$ cat config.mk
export PLATFORM = sky130hd
export DESIGN_NAME = mgsf_ctrl
export DESIGN_NICKNAME = d
export VERILOG_FILES = /design/src/design/mgsf_pkg.sv /design/src/design/mgsf_ctrl.sv
export SDC_FILE = /design/constraint.sdc
export NUM_CORES = 1
export LEC_CHECK = 0
export ABC_AREA = 1
export BUFFER_PORTS_ARGS = -buffer_cell sky130_fd_sc_hd__buf_2
export CAP_MARGIN = 0
export CORE_AREA = 4 4 41 43
export CTS_CLUSTER_SIZE = 16
export DETAILED_ROUTE_END_ITERATION = 10
export DIE_AREA = 0 0 45 47
export PLACE_DENSITY = 0.46
export REMOVE_ABC_BUFFERS = 1
export SYNTH_ARGS = -nofsm -noshare
export SYNTH_HDL_FRONTEND = slang
export SYNTH_SLANG_ARGS = --single-unit
$ cat constraint.sdc
create_clock -name clk -period 3.37 [get_ports clk]
set_clock_uncertainty 0.05 [all_clocks]
set_input_delay 0.1685 -clock clk [delete_from_list [all_inputs] [get_ports clk]]
set_output_delay 0.1685 -clock clk [all_outputs]
set_load 0.01 [all_outputs]
$ cat src/design/mgsf_pkg.sv
// package for the multicast group source filter
// types, codes and sizes shared by controller, datapath and top level
package mgsf_pkg;
  localparam int MaxGroups  = 16;
  localparam int MaxSources = 16;
  localparam int GW = $clog2(MaxGroups);
  localparam int SW = $clog2(MaxSources);
  localparam int CW = $clog2(MaxSources + 1);

  typedef enum logic [2:0] {
    F_PACKET = 3'd0, F_JOIN = 3'd1, F_LEAVE = 3'd2, F_ADD = 3'd3,
    F_DEL = 3'd4, F_FLUSH = 3'd5, F_MODE = 3'd6, F_NONE = 3'd7
  } func_t;

  localparam logic [1:0] V_HOST = 2'd0, V_FWD = 2'd1, V_DROP = 2'd2, V_IGMP = 2'd3;
  localparam logic [2:0] S_OK = 3'd0, S_ABSENT = 3'd1, S_NOTMC = 3'd2,
                         S_GFULL = 3'd3, S_SFULL = 3'd4;
  localparam logic [1:0] R_IS_INC = 2'd0, R_IS_EXC = 2'd1, R_TO_INC = 2'd2,
                         R_TO_EXC = 2'd3;

  // input word: operation and packet fields
  typedef struct packed {
    logic [2:0]  func;
    logic [31:0] group_addr;
    logic [31:0] source_addr;
    logic        include_mode;
    logic        has_ip_header;
    logic        is_igmp;
  } in_word_t;

  // result word
  typedef struct packed {
    logic [1:0] verdict;
    logic [2:0] status;
    logic       report_valid;
    logic [1:0] record_type;
    logic [4:0] report_sources;
  } out_word_t;

  typedef enum logic [2:0] {
    ST_IDLE, ST_GSCAN, ST_SRD, ST_SCMP, ST_SHIFT, ST_FIN, ST_OUT
  } state_t;

  typedef struct packed {
    logic load;       // capture item, clear scan counters
    logic gstep;      // compare one group slot
    logic sread;      // issue source memory read
    logic scmp;       // compare read data
    logic shift;      // move one source down
    logic finish;     // apply update and form result
  } cmd_t;

  typedef struct packed {
    logic gdone;
    logic sdone;
    logic hit;
    logic shdone;
    logic need_src;
    logic need_shift;
  } stat_t;
endpackage

$ cat src/design/mgsf_ctrl.sv
// controller state machine for the source filter
// depends on mgsf_pkg
module mgsf_ctrl (
  input  logic           clk,
  input  logic           rst,
  input  logic           in_valid,
  output logic           in_ready,
  output logic           out_valid,
  input  logic           out_ready,
  output mgsf_pkg::cmd_t cmd,
  input  mgsf_pkg::stat_t st
);
  import mgsf_pkg::*;
  state_t state, state_next;

  always_ff @(posedge clk) begin
    if (rst) state <= ST_IDLE;
    else state <= state_next;
  end

  always_comb begin
    state_next = state;
    unique case (state)
      ST_IDLE:  if (in_valid) state_next = ST_GSCAN;
      ST_GSCAN: if (st.gdone) state_next = st.need_src ? ST_SRD : ST_FIN;
      ST_SRD:   state_next = st.sdone ? (st.need_shift ? ST_SHIFT : ST_FIN) : ST_SCMP;
      ST_SCMP:  state_next = st.hit ? (st.need_shift ? ST_SHIFT : ST_FIN) : ST_SRD;
      ST_SHIFT: if (st.shdone) state_next = ST_FIN;
      ST_FIN:   state_next = ST_OUT;
      ST_OUT:   if (out_ready) state_next = ST_IDLE;
      default:  state_next = ST_IDLE;
    endcase
  end

  always_comb begin
    cmd = '0;
    in_ready = 1'b0;
    out_valid = 1'b0;
    unique case (state)
      ST_IDLE:  begin in_ready = 1'b1; cmd.load = in_valid; end
      ST_GSCAN: cmd.gstep = 1'b1;
      ST_SRD:   cmd.sread = 1'b1;
      ST_SCMP:  cmd.scmp = 1'b1;
      ST_SHIFT: cmd.shift = 1'b1;
      ST_FIN:   cmd.finish = 1'b1;
      ST_OUT:   out_valid = 1'b1;
      default:  ;
    endcase
  end
endmodule

==> impl_metrics.ini, run 1 <==
[outcome]
status = finished clean

[timing]
finalSetupTns_ns = 0
max_slew_margin_pct = 80.5
rsz0062_at_grt = false
period_share_pct = 41.8
fmax_ghz = 0.711
slew_violations = 0
worst_slew_pin_slew_ns = 0.292
post-route-min-period_ns = 1.41
hold_violations = 0
setup_viol = 0

[clock_tree]
cts_setup_buffers = 0
cts-root-buf = clkbuf_4
clk_pin_slew_ns = 0.04
cts.path.max_buffers = 2
cts.sinks = 3
insertion_delay_ns = 0.23
htree_num_levels = 1
post_cts_resized = 0
hold_buffers = 0
cts_made_buffers = 3
cts_tree = built

[pwr]
power_mw = 0.244
clkPwrFrac_pct = 26.5
max-vdd-ir-drop_uv = 221
swShare_pct = 44.2
p_int_mw = 0.136
seq_power_share_pct = 24.8
power.net_switching_mw = 0.108
powerDensity_nw_per_um2 = 578
leakage_nw = 0.235
combPwrFrac_pct = 48.7

[hold_path]
worst_hold_path.endpoint = state[2]$_SDFFE_PP0P_
hp-class = primary input to flip-flop
hold_depth = 2
min_from = rst

[synth]
synth_fa_ha_area_share_pct = 0
yosysUniqueCellTypes = 16
synthCells = 55
synth_edf_count = 0
synth_top_cells_by_count = nand2_1 (14), nor2_1 (9), inv_1 (7)
synthMuxAreaShare_pct = 0
synth-compound-area-share_pct = 13.6
yosys.area.top_type = dfxtp_1
syn_area_um2 = 303
seq_area_frac_synth_pct = 19.8
synthFlopType = dfxtp_1
synth.most_common_cell = nand2_1
synth_top_area_share_pct = 19.8
syn_avg_cell_area_um2 = 5.51
synth.area.top_cells = dfxtp_1 (20%), nand2_1 (17%), nor2_1 (11%)
synth_seq_cells = 3
synth_simple_gate_area_share_pct = 51.2
yosys.area_share.xor_xnor_pct = 0
async_reset_ff_share_pct = 0
yosys_warnings = 0
synth_top_family_by_area = simple AND/OR/NAND/NOR gates

[finish]
fin_area_um2 = 422
syn_to_final_growth_pct = 39.3
nets = 86
num_antenna_cells = 0
multi_input_area_um2 = 196
reg_top3 = state x3
drive_gt1_share_pct = 37.3
fillers = 172
regMostFlops = state
largest_reg_flops = 3
final_cells = 90
regArea_um2 = 60.1

[routing]
wl_met2_um = 341
wl_met1_um = 362
wl_per_cell_um = 8.59
wirelength_um = 773
drc_errors = 0
via_per_inst = 4.13
drt_iter0_drc = 8
wl_met3_um = 69
vias = 372
first_pass_iters = 4
topRoutingLayerUsed = met3
antenna_left = 0

[critical_path]
slowest_delay_ns = 0.48
crit_fanout = 9
r2r_slack_ns = 1.99
slowest_stage = dfxtp_1
reg2regPathDepth = 6
cp_cell_sequence = clkinv_2 > nand2_2 > nor2_2 > buf_2
crit_path_end_kind = output port
r2r-end = state[2]$_SDFFE_PP0P_
worstReg2RegStart = state[2]$_SDFFE_PP0P_
critical_path_arrival_ns = 1.19
crit_type = flip-flop to output port
crit_required_ns = 3.15
cp-start-kind = flip-flop

[floorplan]
die_h_um = 47
dieArea_um2 = 2120
die_x_um = 45
placementRows = 13
core_area_um2 = 1300
ios = 18
initial_core_util_pct = 23.3

[global_route]
antenna_found_initial = 0
overflow = 0
grt_pass1_wl_mm = 1.39
grt_max_degree = 10
grt.total_usage_pct = 9.16
grt_pass1_vias = 358

[job]
cap_violations = 0

[placed_design]
port_buffers = 17
hpwlAfterDp_um = 630
place_congestion = 0.713
dpl_cell_area_um2 = 395
dp.cells = 86
-- worst max-delay path, delay by kind of cell, from the launching register on --
| kind | cells | cell delay, ns |
|---|---|---|
| buf+inv | 2 | 0.32 |
| flops | 1 | 0.48 |
| simple gates | 2 | 0.16 |
-- kinds of logic (layout without fill, tap and decap cells) --
kind of cell	Yosys count	after routing
and+or+nand+nor	35	35
buffers and inverters	10	30
DFF	3	3
AOI/OAI and AO/OA	7	7
-- cell usage in the layout (no fill, tap or decap) --
| master | n |
|---|---|
| a21oi_1 | 3 |
| a21oi_2 | 1 |
| buf_2 | 17 |
| clkbuf_1 | 1 |
| clkbuf_4 | 3 |
| clkinv_2 | 1 |
| dfxtp_1 | 3 |
| inv_1 | 7 |
| inv_2 | 1 |
| nand2_1 | 14 |
| nand2_2 | 1 |
| nand3_1 | 5 |
| nand3b_1 | 1 |
| nor2_1 | 9 |
| nor2_2 | 4 |
| nor3_1 | 1 |
| o21ai_0 | 2 |
| o21bai_1 | 1 |
-- worst max path at each step --
| stage | from | to | slack [ns] | cells after the start |
|---|---|---|---|---|
| after CTS | state[2]$_SDFFE_PP0P_ | cmd[3] | 1.95 | 4 |
| after global routing | state[2]$_SDFFE_PP0P_ | state[0]$_SDFFE_PP0P_ | 1.82 | 6 |
| final | state[2]$_SDFFE_PP0P_ | cmd[3] | 1.96 | 4 |
| after detailed placement | state[2]$_SDFFE_PP0P_ | state[2]$_SDFFE_PP0P_ | 2.02 | 6 |
| after floorplan | state[2]$_SDFFE_PP0P_ | state[2]$_SDFFE_PP0P_ | 2.19 | 6 |
| after global placement | state[2]$_SDFFE_PP0P_ | state[2]$_SDFFE_PP0P_ | 2.02 | 6 |
-- layout make-up --
class / count / area share [%]
Clock buffer: 4 / 6.23
Inverter: 9 / 8.31
Multi-Input combinational cell: 42 / 46.6
Sequential cell: 3 / 14.2
Tap cell: 15 / 4.45
Timing Repair Buffer: 17 / 20.2
-- per-stage QoR --
stage | utilization (%) | hold WS (ns) | setup WS, ns
after floorplan | - | 0.181 | 2.19
after global placement | 30.4 | 0.317 | 2.02
after detailed placement | 30.4 | 0.311 | 2.02
after CTS | 32.4 | 0.0669 | 1.95
after global routing | 32.4 | 0.0735 | 1.82
final | 32.4 | 0.0787 | 1.96
-- power by group through the flow --
| stage | Sequential (mW) | Clock [mW] | Combinational [mW] |
|---|---|---|---|
| 2_1_floorplan | 0.0570 | 0 | 0.0851 |
| 3_3_place_gp | 0.0612 | 0 | 0.122 |
| 3_5_place_dp | 0.0612 | 0 | 0.120 |
| 4_1_cts | 0.0608 | 0.0676 | 0.120 |
| 5_1_grt | 0.0632 | 0.0703 | 0.138 |
| 6_report | 0.0605 | 0.0645 | 0.119 |
-- routing by layer --
| metal | up-vias | track usage [%] |
|---|---|---|
| li1 | 211 | - |
| met1 | 150 | 11.1 |
| met2 | 11 | 13.8 |
| met3 | 0 | 4.60 |
| met4 | 0 | 3.51 |
| met5 | - | 0 |
Power figures use the tool's default switching activity.
==> run 2: changes to the inputs <==
clock period = 1.4 ns   (was 3.37 ns; I/O delays follow)
==> impl_metrics.ini, run 2 (synthesis results as in run 1) <==
[outcome]
status = finished clean

[timing]
post-route-min-period_ns = 1.27
max_slew_margin_pct = 83.4
slew_violations = 0
period_share_pct = 90.9
worst_slew_pin_slew_ns = 0.248
setup_viol = 0
hold_violations = 0
rsz0062_at_grt = false
fmax_ghz = 0.785
finalSetupTns_ns = 0

[clock_tree]
cts_made_buffers = 3
cts.path.max_buffers = 2
cts.sinks = 3
clk_pin_slew_ns = 0.03
cts_tree = built
cts-root-buf = clkbuf_4
htree_num_levels = 1
insertion_delay_ns = 0.23

[finish]
nets = 88
fillers = 154
syn_to_final_growth_pct = 46.3
drive_gt1_share_pct = 40.3
reg_top3 = state x3
final_cell_mix = buf_2 (17), nand2_1 (14), nor2_1 (8)
largest_reg_flops = 3
regArea_um2 = 61.3
final_common_cell = buf_2
multi_input_area_um2 = 199
fin_area_um2 = 443
num_antenna_cells = 0
regMostFlops = state

[pwr]
leakage_nw = 0.246
combPwrFrac_pct = 51.3
swShare_pct = 42.8
p_int_mw = 0.340
powerDensity_nw_per_um2 = 1340
clkPwrFrac_pct = 24.6
power.net_switching_mw = 0.255
seq_power_share_pct = 24.1
max-vdd-ir-drop_uv = 654

[global_route]
use_met3_pct = 5.75
grt_max_degree = 7
met1_usage_pct = 11.6
grt_pass1_vias = 328
top_usage_layer = met2
antenna_found_initial = 0
use_met2_pct = 13.6
grt.total_usage_pct = 9.00
grt_pass1_wl_mm = 1.37
overflow = 0

[routing]
antenna_left = 0
via_per_inst = 4.09
drc_errors = 0
wirelength_um = 799
wl_per_cell_um = 8.68
vias = 376
first_pass_iters = 3
drt_iter0_drc = 6

[critical_path]
cp_cell_sequence = inv_2 > nor2_2 > inv_1 > nor2_1 > buf_2
critical_path.top_delay_family = flip-flops
slowest_stage = dfxtp_1
cp-start-kind = flip-flop
crit_required_ns = 1.28
crit_path_end_kind = output port
slowest_delay_ns = 0.43
critical_path_arrival_ns = 1.15
crit_type = flip-flop to output port
crit_fanout = 4
critPathBufInv = 3

[floorplan]
die_h_um = 47
die_x_um = 45
ios = 18
placementRows = 13
core_area_um2 = 1300
initial_core_util_pct = 23.3
dieArea_um2 = 2120

[placed_design]
dpl_cell_area_um2 = 403
hpwlAfterDp_um = 677
place_congestion = 0.726
port_buffers = 17

[job]
cap_violations = 0

[hold_path]
hp-class = primary input to flip-flop
run 2: cell count changes in the layout (fill, tap and decap cells not counted):
cell,delta
dlygate4sd3_1,+1
buf_4,+1
nor2_1,-1
nor2_2,+1
dfxtp_1,-1
dfxtp_2,+1
run 2: stage by stage:
| step | power, mW | std cells | hold slack (ns) | setup WS, ns | util, % |
|---|---|---|---|---|---|
| floorplan | 0.342 | 54 | 0.0824 | 0.221 | - |
| global placement | 0.451 | 87 | 0.217 | 0.148 | 31.0 |
| detailed placement | 0.449 | 87 | 0.214 | 0.132 | 31.0 |
| CTS | 0.606 | 92 | 0.0912 | 0.109 | 33.8 |
| global route | 0.665 | 92 | 0.126 | 0.000527 | 34.0 |
| finish | 0.595 | 92 | 0.0982 | 0.127 | 34.0 |
run 2: worst register-to-register path: stages (launching register included):
cell and delay, ns:
dfxtp_1 0.43, inv_2 0.09, nor2_2 0.14, nand3_1 0.12, nand2_1 0.09, nor2_1 0.06, nand2_1 0.08, a21oi_2 0.05
run 2: what timing repair did:
| item | CTS | global route |
|---|---|---|
| setup endpoints to repair | 0 | 4 |
| buffers inserted | 0 | 0 |
| hold buffers | 1 | 0 |
| endpoints found under the hold margin | 3 | 0 |
| gates resized for setup | 0 | 2 |
run 2: path summary, 6_finish.rpt:
kind / cells after the start / to / slack (ns) / startpoint
setup / recovery: 5 / cmd[0] / 0.13 / state[0]$_SDFFE_PP0P_
hold / removal: 4 / state[1]$_SDFFE_PP0P_ / 0.1 / out_ready
setup reg to reg: 7 / state[2]$_SDFFE_PP0P_ / 0.16 / state[0]$_SDFFE_PP0P_
hold reg to reg: 2 / state[2]$_SDFFE_PP0P_ / 0.49 / state[2]$_SDFFE_PP0P_
run 2: per-layer routing:
metal  wire length (um)  share of wire [%]
met1                368                 46
met5                  0                  0
met2                357                 45
met3                 73                9.1
met4                  0                  0
run 2: power groups by stage:
stage	sequential, mW	clock, mW	combinational (mW)
after CTS	0.141	0.156	0.310
after global placement	0.142	0	0.309
final	0.144	0.146	0.305
after detailed placement	0.142	0	0.306
after floorplan	0.137	0	0.205
after global routing	0.149	0.162	0.354
run 2: layout make-up:
class,count,share of cell area [%]
multi-input combinational,42,44.9
timing repair buffer,19,23.2
sequential,3,13.8
inverter,9,7.91
clock buffer,4,5.93
tap,15,4.24
==> run 3: changes to the inputs <==
clock period = 1.5 ns   (was 1.4 ns; I/O delays follow)
==> impl_metrics.ini, run 3 (synthesis results as in run 1) <==
[critical_path]
critical_path_arrival_ns = 1.15
crit_type = flip-flop to output port
crit_required_ns = 1.37
cp-start-kind = flip-flop
crit_fanout = 4
crit_path_end_kind = output port

[timing]
hold_violations = 0
fmax_ghz = 0.782
rsz0062_at_grt = false
finalSetupTns_ns = 0
worst_slew_pin_slew_ns = 0.218
period_share_pct = 85.2
slew_violations = 0
post-route-min-period_ns = 1.28
max_slew_margin_pct = 85.3
worst_slack_ns = 0.222
setup_viol = 0

[routing]
antenna_left = 0
first_pass_iters = 4
via_per_inst = 4.18
wl_per_cell_um = 8.77
drt_iter0_drc = 6
drc_errors = 0
wirelength_um = 798
vias = 380

[finish]
drive_gt1_share_pct = 38.2
final_cells = 91
fillers = 160
syn_to_final_growth_pct = 43.0
num_antenna_cells = 0
nets = 87
reg_top3 = state x3
final_cell_mix = buf_2 (17), nand2_1 (14), nor2_1 (9)
final_common_cell = buf_2
regMostFlops = state
largest_reg_flops = 3

[pwr]
powerDensity_nw_per_um2 = 1270
swShare_pct = 44.0
power.net_switching_mw = 0.242
max-vdd-ir-drop_uv = 405
leakage_nw = 0.240
p_int_mw = 0.309
seq_power_share_pct = 25.1
clkPwrFrac_pct = 25.8
combPwrFrac_pct = 49.2

[hold_path]
hp-class = primary input to flip-flop

[floorplan]
die_h_um = 47
placementRows = 13
initial_core_util_pct = 23.3
ios = 18
core_area_um2 = 1300
dieArea_um2 = 2120
die_x_um = 45

[global_route]
grt_pass1_vias = 371
grt_max_degree = 10
antenna_found_initial = 0
grt.total_usage_pct = 9.71
overflow = 0
grt_pass1_wl_mm = 1.47

[clock_tree]
cts_made_buffers = 3
insertion_delay_ns = 0.23
htree_num_levels = 1
cts-root-buf = clkbuf_4
cts_setup_buffers = 0
cts.path.max_buffers = 2
clk_pin_slew_ns = 0.04
cts_tree = built
cts.sinks = 3

[outcome]
status = finished clean

[placed_design]
port_buffers = 17
pre_cts_ws_ns = 0.150
dp.cells = 86
hpwlAfterDp_um = 635
place_congestion = 0.712

[job]
cap_violations = 0
run 3: layout make-up:
type | count | area, um^2 | area share [%]
multi-input combinational | 42 | 196 | 45.4
timing repair buffer | 18 | 95.1 | 22.0
sequential | 3 | 61.3 | 14.2
inverter | 9 | 35.0 | 8.09
clock buffer | 4 | 26.3 | 6.07
tap | 15 | 18.8 | 4.34
run 3: power groups by stage:
stage | Clock [mW] | Combinational (mW) | Sequential, mW
after floorplan | 0 | 0.191 | 0.128
after global placement | 0 | 0.274 | 0.137
after detailed placement | 0 | 0.270 | 0.137
after CTS | 0.152 | 0.273 | 0.137
after global routing | 0.158 | 0.315 | 0.143
final | 0.142 | 0.271 | 0.138
run 3: repair_timing:
action	CTS	global route
endpoints found under the setup margin	0	3
resized for setup	0	1
hold buffers	1	0
hold endpoints to repair	3	0
run 3: metrics by stage:
step	total power, mW	hold slack, ns	area, um^2	util, %
5_1_grt	0.616	0.150	433	33.3
3_5_place_dp	0.407	0.222	395	30.4
2_1_floorplan	0.319	0.0874	292	-
6_report	0.551	0.0963	433	33.3
4_1_cts	0.561	0.0866	432	33.2
3_3_place_gp	0.411	0.223	395	30.4
run 3: routing by layer:
layer	vias to the layer above	track usage, %	wire length, um
met2	13	14.4	354
met1	154	12.2	371
li1	213	-	-
met3	0	4.60	71
met4	0	3.51	0
met5	-	0	0
run 3: final timing paths:
path | startpoint | slack [ns] | depth (start not counted) | endpoint
setup / recovery | state[0]$_SDFFE_PP0P_ | 0.22 | 5 | cmd[4]
hold / removal | out_ready | 0.1 | 4 | state[1]$_SDFFE_PP0P_
hold reg to reg | state[2]$_SDFFE_PP0P_ | 0.53 | 2 | state[2]$_SDFFE_PP0P_
setup reg to reg | state[2]$_SDFFE_PP0P_ | 0.23 | 6 | state[2]$_SDFFE_PP0P_
run 3: critical path, stage by stage, from the launching register on:
cell and delay [ns]:
dfxtp_1 0.43, inv_2 0.08, nor2_2 0.13, inv_1 0.07
nor2_1 0.08, buf_2 0.13
